==> src/rtl/pidl_pkg.sv <==
// ============================================================================
// pidl_pkg
// Shared codes and types for the positional insert/delete list unit.
// ============================================================================
package pidl_pkg;

    localparam int unsigned ID_W     = 32;
    localparam int unsigned POS_W    = 8;
    localparam int unsigned FUNC_W   = 3;
    localparam int unsigned STATUS_W = 2;
    localparam int unsigned OCOUNT_W = 9;

    // operation codes
    localparam logic [FUNC_W-1:0] FN_INSERT  = 3'd0;
    localparam logic [FUNC_W-1:0] FN_DELETE  = 3'd1;
    localparam logic [FUNC_W-1:0] FN_INSERT2 = 3'd2;
    localparam logic [FUNC_W-1:0] FN_DELETE2 = 3'd3;
    localparam logic [FUNC_W-1:0] FN_READ    = 3'd4;

    // result status codes
    localparam logic [STATUS_W-1:0] ST_DONE  = 2'd0;
    localparam logic [STATUS_W-1:0] ST_FULL  = 2'd1;
    localparam logic [STATUS_W-1:0] ST_RANGE = 2'd2;

    // cell modes broadcast along the row
    localparam logic [2:0] CM_HOLD = 3'd0;
    localparam logic [2:0] CM_INS1 = 3'd1;
    localparam logic [2:0] CM_INS2 = 3'd2;
    localparam logic [2:0] CM_DEL1 = 3'd3;
    localparam logic [2:0] CM_DEL2 = 3'd4;

    typedef struct packed {
        logic [2:0]      mode;
        logic [ID_W-1:0] id1;
        logic [ID_W-1:0] id2;
    } t_cell_ctl;

endpackage

==> src/rtl/pidl_ctrl.sv <==
// ============================================================================
// pidl_ctrl
// Decodes one operation against the entry count into a cell mode and status.
// ============================================================================
module pidl_ctrl #(
    parameter int unsigned CAPACITY = 256,
    parameter int unsigned CW       = 9
) (
    input  logic                             i_accept,
    input  logic [pidl_pkg::FUNC_W-1:0]      i_func,
    input  logic [pidl_pkg::POS_W-1:0]       i_pos,
    input  logic [pidl_pkg::ID_W-1:0]        i_first_id,
    input  logic [pidl_pkg::ID_W-1:0]        i_second_id,
    input  logic [CW-1:0]                    i_count,
    output pidl_pkg::t_cell_ctl              o_ctl,
    output logic [CW-1:0]                    o_at,
    output logic [CW-1:0]                    o_count_next,
    output logic [pidl_pkg::STATUS_W-1:0]    o_status,
    output logic                             o_rd_ok
);
    import pidl_pkg::*;

    localparam int unsigned PW = (CW > POS_W) ? CW : POS_W;
    localparam logic [CW:0] CAP_X   = (CW + 1)'(CAPACITY);
    localparam logic [CW:0] CAP_M1  = (CW + 1)'(CAPACITY - 1);

    logic [PW-1:0] w_pos;
    logic [PW-1:0] w_cnt;
    logic          w_in_range;
    logic [CW:0]   w_cnt_x;
    logic [CW:0]   w_next;
    logic [2:0]    w_mode;

    assign w_pos      = PW'(i_pos);
    assign w_cnt      = PW'(i_count);
    assign w_in_range = w_pos < w_cnt;
    assign w_cnt_x    = (CW + 1)'(i_count);
    assign o_at       = w_in_range ? CW'(w_pos) : i_count;

    always_comb begin
        w_mode   = CM_HOLD;
        w_next   = w_cnt_x;
        o_status = ST_DONE;
        o_rd_ok  = 1'b0;
        case (i_func)
            FN_INSERT: begin
                if (w_cnt_x >= CAP_X) begin
                    o_status = ST_FULL;
                end else begin
                    w_mode = CM_INS1;
                    w_next = w_cnt_x + (CW + 1)'(1);
                end
            end
            FN_INSERT2: begin
                if (w_cnt_x >= CAP_M1) begin
                    o_status = ST_FULL;
                end else begin
                    w_mode = CM_INS2;
                    w_next = w_cnt_x + (CW + 1)'(2);
                end
            end
            FN_DELETE: begin
                if (!w_in_range) begin
                    o_status = ST_RANGE;
                end else begin
                    w_mode = CM_DEL1;
                    w_next = w_cnt_x - (CW + 1)'(1);
                end
            end
            FN_DELETE2: begin
                if (!w_in_range) begin
                    o_status = ST_RANGE;
                end else if (w_pos + PW'(1) == w_cnt) begin
                    w_mode = CM_DEL1;
                    w_next = w_cnt_x - (CW + 1)'(1);
                end else begin
                    w_mode = CM_DEL2;
                    w_next = w_cnt_x - (CW + 1)'(2);
                end
            end
            FN_READ: begin
                if (!w_in_range) begin
                    o_status = ST_RANGE;
                end else begin
                    o_rd_ok = 1'b1;
                end
            end
            default: begin
                w_mode = CM_HOLD;
            end
        endcase
    end

    assign o_ctl.mode   = i_accept ? w_mode : CM_HOLD;
    assign o_ctl.id1    = i_first_id;
    assign o_ctl.id2    = i_second_id;
    assign o_count_next = CW'(w_next);

endmodule

==> config.mk <==
export PLATFORM = sky130hd
export DESIGN_NAME = pidl_ctrl
export DESIGN_NICKNAME = d
export VERILOG_FILES = /design/src/rtl/pidl_pkg.sv /design/src/rtl/pidl_ctrl.sv
export SDC_FILE = /design/constraint.sdc
export NUM_CORES = 1
export LEC_CHECK = 0
export BUFFER_PORTS_ARGS = -buffer_cell sky130_fd_sc_hd__buf_2
export CAP_MARGIN = 20
export CORE_MARGIN = 5
export CORE_UTILIZATION = 40
export DETAILED_ROUTE_END_ITERATION = 16
export PLACE_DENSITY = 0.92
export SLEW_MARGIN = 15
export SYNTH_ARGS = -nofsm -noshare
export SYNTH_HDL_FRONTEND = slang
export SYNTH_SLANG_ARGS = --single-unit
==> constraint.sdc <==
create_clock -name vclk -period 3.2
set_input_delay 0.32 -clock vclk [all_inputs]
set_output_delay 0.32 -clock vclk [all_outputs]
set_load 0.005 [all_outputs]
==> key figures <==
STA
  – Final setup viols: 0
  – RSZ-0062 raised after global routing: false
  – Period Utilization, post-route: 93.4%
  – Setup WS post-layout: between 0.2 and 0.25 ns
  – F_max: between 300 and 400 MHz
  – Final min period: 2.99 ns
  – WHS: 0.640 ns
  – Relative slew slack: roughly 54%
  – Least-Margin Pin Slew: approximately 0.7 ns
  – Setup TNS: 0 ns
  – Final Hold Vio Count: 0
  – Slew Viols, Final: 0

Layout
  – Seq_cells: 0
  – Antenna Diode Count: 0
  – Reg area: 0 sq um
  – Final std cell area, no fill: 1750 sq um
  – Ratio of cells with drive above 1 in the final layout: about a quarter
  – Clkbuf count: 0
  – Area growth syn-to-layout: -10.4%
  – Final core occ: between 30% and 40%
  – Nets: roughly 370

Power
  – Psw: around 0.00014 W
  – Int Power: approximately 0.000094 W
  – Clk network pwr share: 0%
  – Pleak: 0.754 nW
  – Pwr Density: about 130 nW/um^2
  – Worst vdd ir: approximately 34 uV
  – Combinational power share: between 90% and 100%
  – Switch share: around three fifths
  – Part of the power in registers: 0%

Detailed routing
  – DR pass1 iterations: 4
  – DRC: 0
  – Routed wire length per instance: between 15 and 20 um
  – Via Count: approximately 2100
  – Antenna-violating nets left: 0
  – 1st-iter DRT viols: roughly 320
  – Vias/cell: ~6.3
  – Drt total wl: ~5600 um

Place
  – Cell area after placement: ~1700 sq um
  – Final Wtd Congestion: between 0.9 and 1
  – DPL Wire Length: around 4400 um
  – I/O Buffers: 44
  – Post-Place Setup Slack: 0.130 ns

Floorplanning
  – Initial core utilization: about two fifths
  – IO Pins: ~170
  – Die area: between 6000 and 7000 sq um
  – Core Area: 4720 sq um
  – Die span in y: 79.9 um
  – Chip width: 79.9 um
  – Number of cell rows: 25

GRT
  – Total grt overflow: 0
  – Routing usage on met3: under 10%
  – M1 GR Usage: 20.6%
  – Busiest grt layer: met2
  – Vias in the first global route: ~1900
  – Largest net degree at the start of global routing: 20
  – First-pass GRT wire length: 9000 um
  – Met2 Use GR: approximately 28%
  – Gr usage total: between 10% and 20%
  – Antenna violations before repair: 0

Critical path
  – Worst path max stage delay: between 0.3 and 0.4 ns
  – Critical Path Slowest Stage Cell: xnor3_1
  – Peak fanout along the critical path: 8
  – CP cell instances: buf_2, ha_1, xnor3_1, a22o_1, o2111ai_2, a211oi_4, buf_4, nor3_1, o21a_1, a21oi_1, o2bb2a_1, buf_2
  – Worst Setup Path Type: in2out
  – CP Capture Type: output port
  – Critical Path RT: about 2.9 ns
  – CP most frequent cell: buf_2
  – Crit path DAT: 2.67 ns
  – Startpoint Class: input pin

Job
  – Max-Cap Viols: 0

Synthesis
  – Post-Syn Nets: approximately 390
  – Count of cell types in the netlist: 58
  – YS warnings: 0
  – Sequential-to-total area share from yosys stat: 0%
  – Mapped Cells: approximately 290
  – Netlist Area Pre-Place: just under 2000 sq um
  – Avg Cell Area, Syn: 6.67 sq um

Run status
  – Outcome: complete, no violations

Min path
  – Hold depth: 0
  – Hold/Removal Path Class: in2out
## cells by family after synthesis
group,after synthesis,share of synthesized area [%]
buffers and inverters,97,33.4
AOI/OAI and AO/OA,89,31.4
and+or+nand+nor,84,21.8
adders and majority gates,13,8.32
xor gates and xnor gates,8,4.29
muxes,1,0.576
other,1,0.192
## worst paths after layout
check | start | to | slack (ns)
max | i_pos[1] | o_count_next[4] | 0.21
min | i_second_id[12] | o_ctl[12] | 0.64
## power by group through the flow
stage | clock network, W | logic (W) | registers [W]
2_1_floorplan | 0 | 0.000216 | 0
3_3_place_gp | 0 | 0.000225 | 0
3_5_place_dp | 0 | 0.000230 | 0
4_1_cts | 0 | 0.000231 | 0
5_1_grt | 0 | 0.000260 | 0
6_report | 0 | 0.000235 | 0
## Yosys cell counts, types with 4 or more instances
master / instances / area, sq um
a211oi_1: 4 / 30.0
a21oi_1: 18 / 90.1
a31oi_1: 6 / 37.5
buf_4: 69 / 518
clkbuf_1: 6 / 22.5
ha_1: 13 / 163
inv_1: 14 / 52.6
nand2_1: 25 / 93.8
nand3_1: 7 / 35.0
nand4_1: 4 / 25.0
nor2_1: 17 / 63.8
nor3_1: 9 / 45.0
nor4_1: 5 / 31.3
o211ai_1: 5 / 37.5
o21a_1: 4 / 30.0
o21ai_0: 21 / 105
xnor2_1: 4 / 35.0
## area by class of cell
type	count	area (sq um)
timing repair buffer	55	303
multi-input combinational	196	1310
tap	67	83.8
fill	506	2970
inverter	15	56.3
## layout by cell type, fill, tap and decap left out, types with 5 or more instances in the layout
master	netlist	routed
a21oi_1	18	18
a31oi_1	6	6
buf_2	2	44
buf_4	69	11
ha_1	13	13
inv_1	14	14
nand2_1	25	25
nand3_1	7	7
nor2_1	17	17
nor3_1	9	9
nor4_1	5	5
o211ai_1	5	5
o21ai_0	21	21
## per-stage QoR
stage / cells / total power, W
floorplan: 293 / 0.000216
global placement: 333 / 0.000225
detailed placement: 333 / 0.000230
CTS: 333 / 0.000231
global route: 333 / 0.000260
finish: 333 / 0.000235
## routing by layer
| layer | up-vias | part of all wire, % |
|---|---|---|
| li1 | 940 | - |
| met1 | 953 | 37 |
| met2 | 152 | 45 |
| met3 | 43 | 13 |
| met4 | 0 | 4.4 |
| met5 | - | 0 |
## timing repair
item | CTS | global route
gates resized for setup | 0 | 2
setup buffers | 0 | 0
hold buffers | 0 | 0
setup endpoints to repair | 0 | 2
## worst max-delay path: cells and delay by family
family          cells  cell delay, ns
compound gates      6            0.97
xor+xnor            1            0.34
fa+ha+maj           1            0.28
buf+inv             3            0.45
simple gates        1            0.29
Note: power is estimated with default switching activity, not from simulation.
