$ cat src/rtl/pidl_pkg.sv
// ============================================================================
// pidl_pkg
// Shared codes and types for the positional insert/delete list unit.
// ============================================================================
package pidl_pkg;

    localparam int unsigned ID_W     = 32;
    localparam int unsigned POS_W    = 8;
    localparam int unsigned FUNC_W   = 3;
    localparam int unsigned STATUS_W = 2;
    localparam int unsigned OCOUNT_W = 9;

    // operation codes
    localparam logic [FUNC_W-1:0] FN_INSERT  = 3'd0;
    localparam logic [FUNC_W-1:0] FN_DELETE  = 3'd1;
    localparam logic [FUNC_W-1:0] FN_INSERT2 = 3'd2;
    localparam logic [FUNC_W-1:0] FN_DELETE2 = 3'd3;
    localparam logic [FUNC_W-1:0] FN_READ    = 3'd4;

    // result status codes
    localparam logic [STATUS_W-1:0] ST_DONE  = 2'd0;
    localparam logic [STATUS_W-1:0] ST_FULL  = 2'd1;
    localparam logic [STATUS_W-1:0] ST_RANGE = 2'd2;

    // cell modes broadcast along the row
    localparam logic [2:0] CM_HOLD = 3'd0;
    localparam logic [2:0] CM_INS1 = 3'd1;
    localparam logic [2:0] CM_INS2 = 3'd2;
    localparam logic [2:0] CM_DEL1 = 3'd3;
    localparam logic [2:0] CM_DEL2 = 3'd4;

    typedef struct packed {
        logic [2:0]      mode;
        logic [ID_W-1:0] id1;
        logic [ID_W-1:0] id2;
    } t_cell_ctl;

endpackage

$ cat src/rtl/pidl_cell.sv
// ============================================================================
// pidl_cell
// One storage cell of the list row; loads from a neighbor or a new id.
// ============================================================================
module pidl_cell #(
    parameter int unsigned CW  = 9,
    parameter int unsigned IDX = 0
) (
    input  logic                          i_clk,
    input  pidl_pkg::t_cell_ctl           i_ctl,
    input  logic [CW-1:0]                 i_at,
    input  logic [pidl_pkg::POS_W-1:0]    i_pos,
    input  logic [pidl_pkg::ID_W-1:0]     i_prev1,
    input  logic [pidl_pkg::ID_W-1:0]     i_prev2,
    input  logic [pidl_pkg::ID_W-1:0]     i_next1,
    input  logic [pidl_pkg::ID_W-1:0]     i_next2,
    output logic [pidl_pkg::ID_W-1:0]     o_value,
    output logic [pidl_pkg::ID_W-1:0]     o_rd
);
    import pidl_pkg::*;

    localparam int unsigned XW = ((CW + 1) > (POS_W + 1)) ? (CW + 1) : (POS_W + 1);
    localparam logic [XW-1:0] IDX_X = XW'(IDX);

    logic [ID_W-1:0] r_value;
    logic [ID_W-1:0] n_value;
    logic [XW-1:0]   w_at;
    logic [XW-1:0]   w_at1;

    assign w_at  = XW'(i_at);
    assign w_at1 = w_at + XW'(1);

    always_comb begin
        n_value = r_value;
        case (i_ctl.mode)
            CM_INS1: begin
                if (IDX_X > w_at) begin
                    n_value = i_prev1;
                end else if (IDX_X == w_at) begin
                    n_value = i_ctl.id1;
                end
            end
            CM_INS2: begin
                if (IDX_X > w_at1) begin
                    n_value = i_prev2;
                end else if (IDX_X == w_at1) begin
                    n_value = i_ctl.id2;
                end else if (IDX_X == w_at) begin
                    n_value = i_ctl.id1;
                end
            end
            CM_DEL1: begin
                if (IDX_X >= w_at) begin
                    n_value = i_next1;
                end
            end
            CM_DEL2: begin
                if (IDX_X >= w_at) begin
                    n_value = i_next2;
                end
            end
            default: begin
                n_value = r_value;
            end
        endcase
    end

    always_ff @(posedge i_clk) begin
        r_value <= n_value;
    end

    assign o_value = r_value;
    assign o_rd    = (IDX_X == XW'(i_pos)) ? r_value : '0;

endmodule

$ cat config.mk
export PLATFORM = sky130hd
export DESIGN_NAME = pidl_cell
export DESIGN_NICKNAME = d
export VERILOG_FILES = /design/src/rtl/pidl_pkg.sv /design/src/rtl/pidl_cell.sv
export SDC_FILE = /design/constraint.sdc
export NUM_CORES = 1
export LEC_CHECK = 0
export ABC_AREA = 1
export ABC_CLOCK_PERIOD_IN_PS = 3700
export BUFFER_PORTS_ARGS = -buffer_cell sky130_fd_sc_hd__buf_2
export CAP_MARGIN = 20
export CORE_AREA = 2 2 106 108
export CTS_CLUSTER_DIAMETER = 50
export DETAILED_ROUTE_END_ITERATION = 10
export DIE_AREA = 0 0 108 110
export GPL_TIMING_DRIVEN = 0
export SLEW_MARGIN = 20
export SYNTH_ARGS = -nofsm -noshare
export SYNTH_HDL_FRONTEND = slang
export SYNTH_SLANG_ARGS = --single-unit
$ cat constraint.sdc
create_clock -name i_clk -period 3.7 [get_ports i_clk]
set_input_delay 0.185 -clock i_clk [delete_from_list [all_inputs] [get_ports i_clk]]
set_output_delay 0.185 -clock i_clk [all_outputs]
set_load 0.01 [all_outputs]
==> results of run 1 <==
layout by cell type (no fill, tap or decap):
cell type	instances
buf_2	189
inv_1	130
nand2_1	67
nand3_1	64
nor2_1	34
o21ai_0	32
edfxtp_1	32
o21bai_1	22
o21bai_2	10
buf_6	9
clkbuf_8	5
inv_2	4
clkbuf_1	4
nor2_2	3
buf_4	3
nand3_2	2
nand2_2	2
nor4_1	2
nor2_8	1
o21ai_1	1
a21oi_1	1
a21oi_2	1
a21oi_4	1
clkinv_2	1
buf_16	1
logic make-up after synthesis:
kind of cell,synth area share [%]
and+or+nand+nor,27.1
buffers and inverters,23.6
AOI/OAI and AO/OA,16.0
DFF,33.3
worst min-delay path by stage:
stage | start | endpoint | slack [ns] | depth (start not counted)
after floorplan | i_next2[11] | o_value[11] | 0.46 | 4
after global placement | i_next2[9] | o_value[9] | 0.56 | 5
after detailed placement | i_next2[21] | o_value[21] | 0.55 | 5
after CTS | i_next2[21] | o_value[21] | 0.26 | 5
after global routing | i_next2[1] | o_value[1] | 0.28 | 5
final | i_next2[21] | o_value[21] | 0.26 | 5
worst max-delay path: cells and delay by family:
| family | cells | cell delay (ns) |
|---|---|---|
| and+or+nand+nor | 2 | 0.29 |
| AOI/OAI and AO/OA | 2 | 0.63 |
| buffers and inverters | 4 | 0.70 |
report_power, final:
| part | total [mW] | internal, mW | switching [mW] |
|---|---|---|---|
| sequential | 0.440 | 0.426 | 0.0139 |
| clock | 0.258 | 0.128 | 0.130 |
| combinational | 0.224 | 0.106 | 0.118 |
layer usage:
| layer | track usage (%) | part of all wire (%) |
|---|---|---|
| met3 | 2.70 | 6.6 |
| met2 | 27.1 | 47 |
| met1 | 20.1 | 45 |
| met4 | 3.11 | 0.83 |
| met5 | 0 | 0 |
area by class of cell:
class,instances,area [um2]
fillers,1165,6620
multi-input cells,243,1260
flip-flops and latches,32,961
repair buffers,181,928
inverters,134,503
plain buffers,24,180
well taps,140,175
clock buffers,6,72.6
clock inverters,1,5.00
per-stage QoR:
step	setup TNS (ns)	power (mW)	hold WS, ns	worst slack (ns)
floorplan	0	0.560	0.457	0.944
global placement	-6.63	0.665	0.556	-0.209
detailed placement	0	0.675	0.551	1.53
CTS	0	0.938	0.256	1.83
global route	0	0.985	0.275	1.72
finish	0	0.922	0.261	1.86
==> flow_summary.yaml, run 1 <==
clock_network:
  ctsHtreeMaxLevel: 2
  cts_resized: 0
  insertion_delay_ns: 0.28
  cts_hold_buf: 0
  cts.clk_slew.worst_paths_ns: 0.07
  cts_buffers: 5
  root_buffer: "clkbuf_8"
  post-cts-setup-buffers: 0
  cts_tree: "done"
  clock_path_buffers: 2
  cts_sinks: 32
setup_path:
  r2r_end: "o_value[16]"
  cp.required_ns: 3.69
  critPathCaptureType: "register"
  r2r_start: "o_value[16]"
  r2r_slack_ns: 2.71
  path_max_fanout: 17
  crit_chain: "buf_2 -> nor2_1 -> nand2_1 -> inv_2 -> buf_4 -> a21oi_2 -> a21oi_4 -> buf_16"
  slowest_stage: "a21oi_4"
  cp-start-kind: "primary input"
  criticalPathCategory: "in2reg"
  crit_path_start: "i_at[1]"
  cp.arrival_ns: 1.83
  rr_worst_depth: 3
  cp-endpoint: "o_value[12]"
  critPathMaxStageDelay_ns: 0.54
global_routing:
  grt_pass1_wl_um: 14300
  grt_max_degree: 18
  antenna_found_initial: 0
  grt.overflow.total: 0
  grt_pass1_vias: 2986
  grt_use_total_pct: 15.5
logic_synthesis:
  synth_seq_cells: 32
  synth_edf_count: 32
  synthTopCellsByCount: "130 x inv_1, 67 x nand2_1, 64 x nand3_1"
  seq_area_frac_synth_pct: 33.3
  syn-instance-count: 433
  netlist_area_mm2: 0.00289
  synthMostInstantiatedCell: "inv_1"
  synthFlopType: "edfxtp_1"
  synth_nets: 646
  synthArstFlopShare_pct: 0
  synth_top_area_share_pct: 33.3
  syn_avg_cell_area_um2: 6.67
  yosysWarnings: 0
  synth_cell_type_count: 21
  synth_area_leaders: "edfxtp_1 33%, inv_1 17%, nand3_1 11%"
  yosys.area.top_type: "edfxtp_1"
floorplan:
  dieArea_mm2: 0.0119
  start_util_pct: 27.0
  die_h_um: 110
  ios: 277
  die_x_um: 108
  rows: 38
  coreArea_mm2: 0.0107
placement:
  portBuffers: 180
  dp_hpwl_um: 7520
  dp_cells: 754
  placed_cell_area_mm2: 0.00400
  routabilityCongestion: 0.780
detailed_routing:
  vias: 3265
  wl_per_cell_um: 12.3
  via_per_inst: 4.29
  dr.first_iter.drc_count: 171
  routed_wl_um: 9390
  drt_pass1_iterations: 5
  drc: 0
  ant_nets: 0
finish:
  antennaDiodeCount: 0
  finish.utilization_pct: 38.2
  final_cells: 761
  final_nets: 834
  layout-drive-gt1-share_pct: 37.4
  finalInstanceArea_mm2: 0.00408
  largest_reg_flops: 32
  areaGrowthSynthToFinish_pct: 41.3
timing:
  min_period_ns: 1.84
  rsz0062_at_grt: "false"
  skew_ns: 0
  fmax_ghz: 0.545
  hold_viol_final: 0
  period_share_pct: 49.6
  slew_violations: 0
  finalSetupViolations: 0
  relSlewSlack_pct: 54.2
  worst_slew_pin_slew_ns: 0.685
worst_hold_path:
  worstHoldPathType: "in2reg"
job:
  cap_violations: 0
pwr:
  p_leak_nw: 2.32
  power_density_mw_per_mm2: 226
  vdd.ir_drop.worst_uv: 121
run_status:
  status: "complete, no violations"
(Power assumes the default switching activity.)
==> run 2, diff against run 1 <==
--- a/config.mk
+++ b/config.mk
@@ -6,13 +6,13 @@
 export NUM_CORES = 1
 export LEC_CHECK = 0
 export ABC_AREA = 1
-export ABC_CLOCK_PERIOD_IN_PS = 3700
+export ABC_CLOCK_PERIOD_IN_PS = 1500
 export BUFFER_PORTS_ARGS = -buffer_cell sky130_fd_sc_hd__buf_2
 export CAP_MARGIN = 20
-export CORE_AREA = 2 2 106 108
+export CORE_AREA = 2 2 107 109
 export CTS_CLUSTER_DIAMETER = 50
 export DETAILED_ROUTE_END_ITERATION = 10
-export DIE_AREA = 0 0 108 110
+export DIE_AREA = 0 0 109 111
 export GPL_TIMING_DRIVEN = 0
 export SLEW_MARGIN = 20
 export SYNTH_ARGS = -nofsm -noshare
==> constraint.sdc (replaced) <==
create_clock -name i_clk -period 1.5 [get_ports i_clk]
set_input_delay 0.075 -clock i_clk [delete_from_list [all_inputs] [get_ports i_clk]]
set_output_delay 0.075 -clock i_clk [all_outputs]
set_load 0.01 [all_outputs]
==> flow_summary.yaml, run 2 (same netlist as run 1, synthesis figures left out) <==
detailed_routing:
  ant_nets: 0
  wl_per_cell_um: 12.8
  vias: 3296
  drt_pass1_iterations: 4
  via_per_inst: 4.29
  dr.first_iter.drc_count: 129
  routed_wl_um: 9820
  drc: 0
clock_network:
  cts_buffers: 5
  cts_tree: "done"
  insertion_delay_ns: 0.27
  cts.clk_slew.worst_paths_ns: 0.05
  ctsHtreeMaxLevel: 2
  root_buffer: "clkbuf_16"
  clock_path_buffers: 2
  cts_sinks: 32
finish:
  antennaDiodeCount: 0
  areaGrowthSynthToFinish_pct: 44.8
  final_cell_mix: "189 x buf_2, 130 x inv_1, 67 x nand2_1, 64 x nand3_1, 34 x nor2_1"
  largest_reg_flops: 32
  layout-drive-gt1-share_pct: 37.8
  final_cells: 768
  layout_commonest_cell: "buf_2"
  final_nets: 838
timing:
  hold_ws_ns: 0.166
  min_period_ns: 1.30
  rsz0062_at_grt: "false"
  worst_slew_pin_slew_ns: 0.786
  relSlewSlack_pct: 47.0
  finalSetupViolations: 0
  fmax_ghz: 0.770
  skew_ns: 0
  hold_viol_final: 0
  period_share_pct: 86.5
  slew_violations: 0
floorplan:
  die_h_um: 111
  rows: 39
  die_x_um: 109
  dieArea_mm2: 0.0121
  start_util_pct: 26.1
  coreArea_mm2: 0.0111
  ios: 277
pwr:
  power_density_mw_per_mm2: 624
  vdd.ir_drop.worst_uv: 378
  p_leak_nw: 2.36
  finalPower_mw: 2.61
setup_path:
  critPathCaptureType: "register"
  crit_chain: "buf_2 -> nor2_1 -> nand2_1 -> inv_2 -> buf_4 -> a21oi_2 -> a21oi_4 -> buf_4"
  cp.arrival_ns: 1.28
  cp.required_ns: 1.48
  crit_top_cell: "buf_4"
  path_max_fanout: 10
  slowest_stage: "buf_4"
  cp-start-kind: "primary input"
  critPathMaxStageDelay_ns: 0.20
  criticalPathCategory: "in2reg"
placement:
  portBuffers: 180
  dp_cells: 756
  routabilityCongestion: 0.791
  dp_hpwl_um: 7590
job:
  cap_violations: 0
run_status:
  status: "complete, no violations"
global_routing:
  met2_usage_pct: 27.3
  antenna_found_initial: 0
  grt_pass1_vias: 3157
  grt_pass1_wl_um: 15200
  busiest_layer: "met2"
  grt_max_degree: 17
  grt_use_total_pct: 16.1
  grt_use_met1_pct: 21.4
  grt.overflow.total: 0
  met3_usage_pct: 2.00
worst_hold_path:
  worstHoldPathType: "in2reg"
==> run 2: cell types whose count changed in the layout (fill, tap and decap cells not counted), sizes merged <==
cell / before / now
buf: 202 / 205
a21oi: 3 / 4
==> run 2: critical path, delay by kind of cell <==
family / cells / cell delay, ns
compound gates: 2 / 0.27
buf+inv: 4 / 0.66
simple gates: 2 / 0.26
==> run 2: path summary, 6_finish.rpt <==
check / startpoint / slack [ns] / endpoint / depth (start not counted)
worst max-delay path: i_at[1] / 0.20 / o_value[5] / 8
worst min-delay path: i_next2[18] / 0.17 / o_value[18] / 5
worst max register to register: o_value[14] / 0.49 / o_value[14] / 3
worst min register to register: o_value[22] / 0.69 / o_value[22] / 3
==> run 2: power by group <==
group	switching (mW)	internal [mW]
clock	0.345	0.602
sequential	0.0345	1.05
combinational	0.308	0.268
total	0.687	1.92
==> run 2: per-stage QoR <==
step / setup WS [ns] / instance area, um2 / TNS [ns] / util, %
after global placement: -0.682 / 3990 / -21.78 / 36.0
after CTS: 0.168 / 4180 / 0 / 37.8
after global routing: 0.0388 / 4180 / 0 / 37.8
final: 0.202 / 4180 / 0 / 37.8
after floorplan: -0.0830 / 2910 / -2.65 / -
after detailed placement: -0.709 / 3990 / -22.61 / 36.0
==> run 2: what timing repair did <==
item / CTS / global route
buffers inserted: 4 / 0
resized for setup: 1 / 0
hold buffers: 0 / 0
setup endpoints to repair: 32 / 0
==> run 2: area by class of cell <==
type / instances / area, um2
inverters: 134 / 503
plain buffers: 24 / 180
clock inverters: 1 / 5.00
flip-flops and latches: 32 / 961
well taps: 143 / 179
multi-input cells: 244 / 1280
repair buffers: 184 / 943
clock buffers: 6 / 129
fillers: 1235 / 6890
==> run 2: metal layers <==
layer  vias up  routed length [um]
met5         -                   0
met4         0                 131
met3        10                 526
met2       124                4600
met1      1463                4550
li1       1699                   -
==> run 3, diff against run 2 <==
--- a/config.mk
+++ b/config.mk
@@ -10,6 +10,7 @@
 export BUFFER_PORTS_ARGS = -buffer_cell sky130_fd_sc_hd__buf_2
 export CAP_MARGIN = 20
 export CORE_AREA = 2 2 107 109
+export CTS_BUF_LIST = sky130_fd_sc_hd__clkbuf_4 sky130_fd_sc_hd__clkbuf_8
 export CTS_CLUSTER_DIAMETER = 50
 export DETAILED_ROUTE_END_ITERATION = 10
 export DIE_AREA = 0 0 109 111
==> flow_summary.yaml, run 3 (same netlist as run 1, synthesis figures left out) <==
worst_hold_path:
  worstHoldPathType: "in2reg"
  min_from: "i_next2[18]"
clock_network:
  clock_path_buffers: 2
  cts_sinks: 32
  ctsHtreeMaxLevel: 2
  root_buffer: "clkbuf_8"
  cts_tree: "done"
  insertion_delay_ns: 0.27
  cts_buffers: 5
  cts.clk_slew.worst_paths_ns: 0.07
pwr:
  p_leak_nw: 2.33
  power_density_mw_per_mm2: 559
  vdd.ir_drop.worst_uv: 257
detailed_routing:
  routed_wl_um: 9790
  ant_nets: 0
  vias: 3287
  dr.first_iter.drc_count: 156
  drt_pass1_iterations: 4
  wl_per_cell_um: 12.8
  drc: 0
  via_per_inst: 4.28
setup_path:
  cp.required_ns: 1.49
  cp-start-kind: "primary input"
  crit_top_cell: "buf_4"
  cp.arrival_ns: 1.29
  crit_chain: "buf_2 -> nor2_1 -> nand2_1 -> inv_2 -> buf_4 -> a21oi_2 -> a21oi_4 -> buf_4"
  r2r_slack_ns: 0.50
  crit_family: "buffers and inverters"
  criticalPathCategory: "in2reg"
  r2r_start: "o_value[5]"
  slowest_stage: "buf_4"
  crit_path_start: "i_at[1]"
  cp_num_buf_inv: 4
  critPathCaptureType: "register"
  critPathMaxStageDelay_ns: 0.20
  path_max_fanout: 10
placement:
  dp_cells: 756
  routabilityCongestion: 0.791
  dp_hpwl_um: 7590
  placed_cell_area_mm2: 0.00399
  pre_cts_ws_ns: -0.709
  portBuffers: 180
timing:
  slew_violations: 0
  finalSetupViolations: 0
  rsz0062_at_grt: "false"
  skew_ns: 0
  fin_ws_ns: 0.201
  worst_slew_pin_slew_ns: 0.794
  period_share_pct: 86.6
  min_period_ns: 1.30
  hold_viol_final: 0
  fmax_ghz: 0.770
  relSlewSlack_pct: 46.5
global_routing:
  grt.overflow.total: 0
  grt_pass1_vias: 3151
  grt_pass1_wl_um: 15100
  grt_use_total_pct: 16.0
  antenna_found_initial: 0
  grt_max_degree: 17
floorplan:
  rows: 39
  ios: 277
  die_x_um: 109
  die_h_um: 111
  start_util_pct: 26.1
  dieArea_mm2: 0.0121
  coreArea_mm2: 0.0111
finish:
  seqCellArea_um2: 961
  areaGrowthSynthToFinish_pct: 43.0
  antennaDiodeCount: 0
  finalInstanceArea_mm2: 0.00413
  layout-drive-gt1-share_pct: 37.9
  fillCellCount: 1241
  final_cell_mix: "189 x buf_2, 130 x inv_1, 67 x nand2_1, 64 x nand3_1, 34 x nor2_1"
  final_nets: 838
  final_cells: 768
  largest_reg_flops: 32
  multi_input_area_mm2: 0.00128
  layout_commonest_cell: "buf_2"
job:
  cap_violations: 0
run_status:
  status: "complete, no violations"
-- run 3: metrics by stage --
stage | power, mW | utilization [%] | hold WS (ns) | setup TNS [ns]
finish | 2.31 | 37.3 | 0.160 | 0
global route | 2.45 | 37.3 | 0.167 | 0
CTS | 2.35 | 37.3 | 0.153 | 0
detailed placement | 1.66 | 36.0 | 0.449 | -22.61
global placement | 1.65 | 36.0 | 0.444 | -21.78
floorplan | 1.39 | - | 0.344 | -2.65
-- run 3: path summary, 6_finish.rpt --
kind / depth (start not counted) / end
worst min register to register: 3 / o_value[22]
worst max register to register: 3 / o_value[5]
worst min-delay path: 5 / o_value[18]
worst max-delay path: 8 / o_value[9]
-- run 3: layout make-up --
cell class                      count  area share (%)
Buffer                             24            4.36
Clock buffer                        6            1.85
Clock inverter                      1           0.121
Inverter                          134            12.2
Multi-Input combinational cell    244            31.1
Sequential cell                    32            23.3
Tap cell                          143            4.33
Timing Repair Buffer              184            22.8
-- run 3: power by group --
part | internal, mW | switching [mW] | leakage (nW) | total (mW)
combinational | 0.268 | 0.308 | 1.99 | 0.576
sequential | 1.05 | 0.0345 | 0.298 | 1.08
clock | 0.334 | 0.316 | 0.0445 | 0.649
-- run 3: layer usage --
metal  part of all wire [%]  up-vias  GRT usage [%]
met1                     46     1460           21.3
met4                    1.0        0           3.93
met2                     47      122           27.2
met3                    5.4        6           2.00
li1                       -     1699              -
met5                      0        -              0
-- run 3: worst reg2reg max path: cells and delay by family (launching register included) --
family | cells | cell delay [ns]
DFF | 1 | 0.45
and+or+nand+nor | 2 | 0.13
AOI/OAI and AO/OA | 1 | 0.19
-- run 3: what timing repair did --
action,4_1_cts,5_1_grt
gates resized for setup,1,0
endpoints found under the setup margin,32,0
hold buffers,0,0
setup buffers,4,0
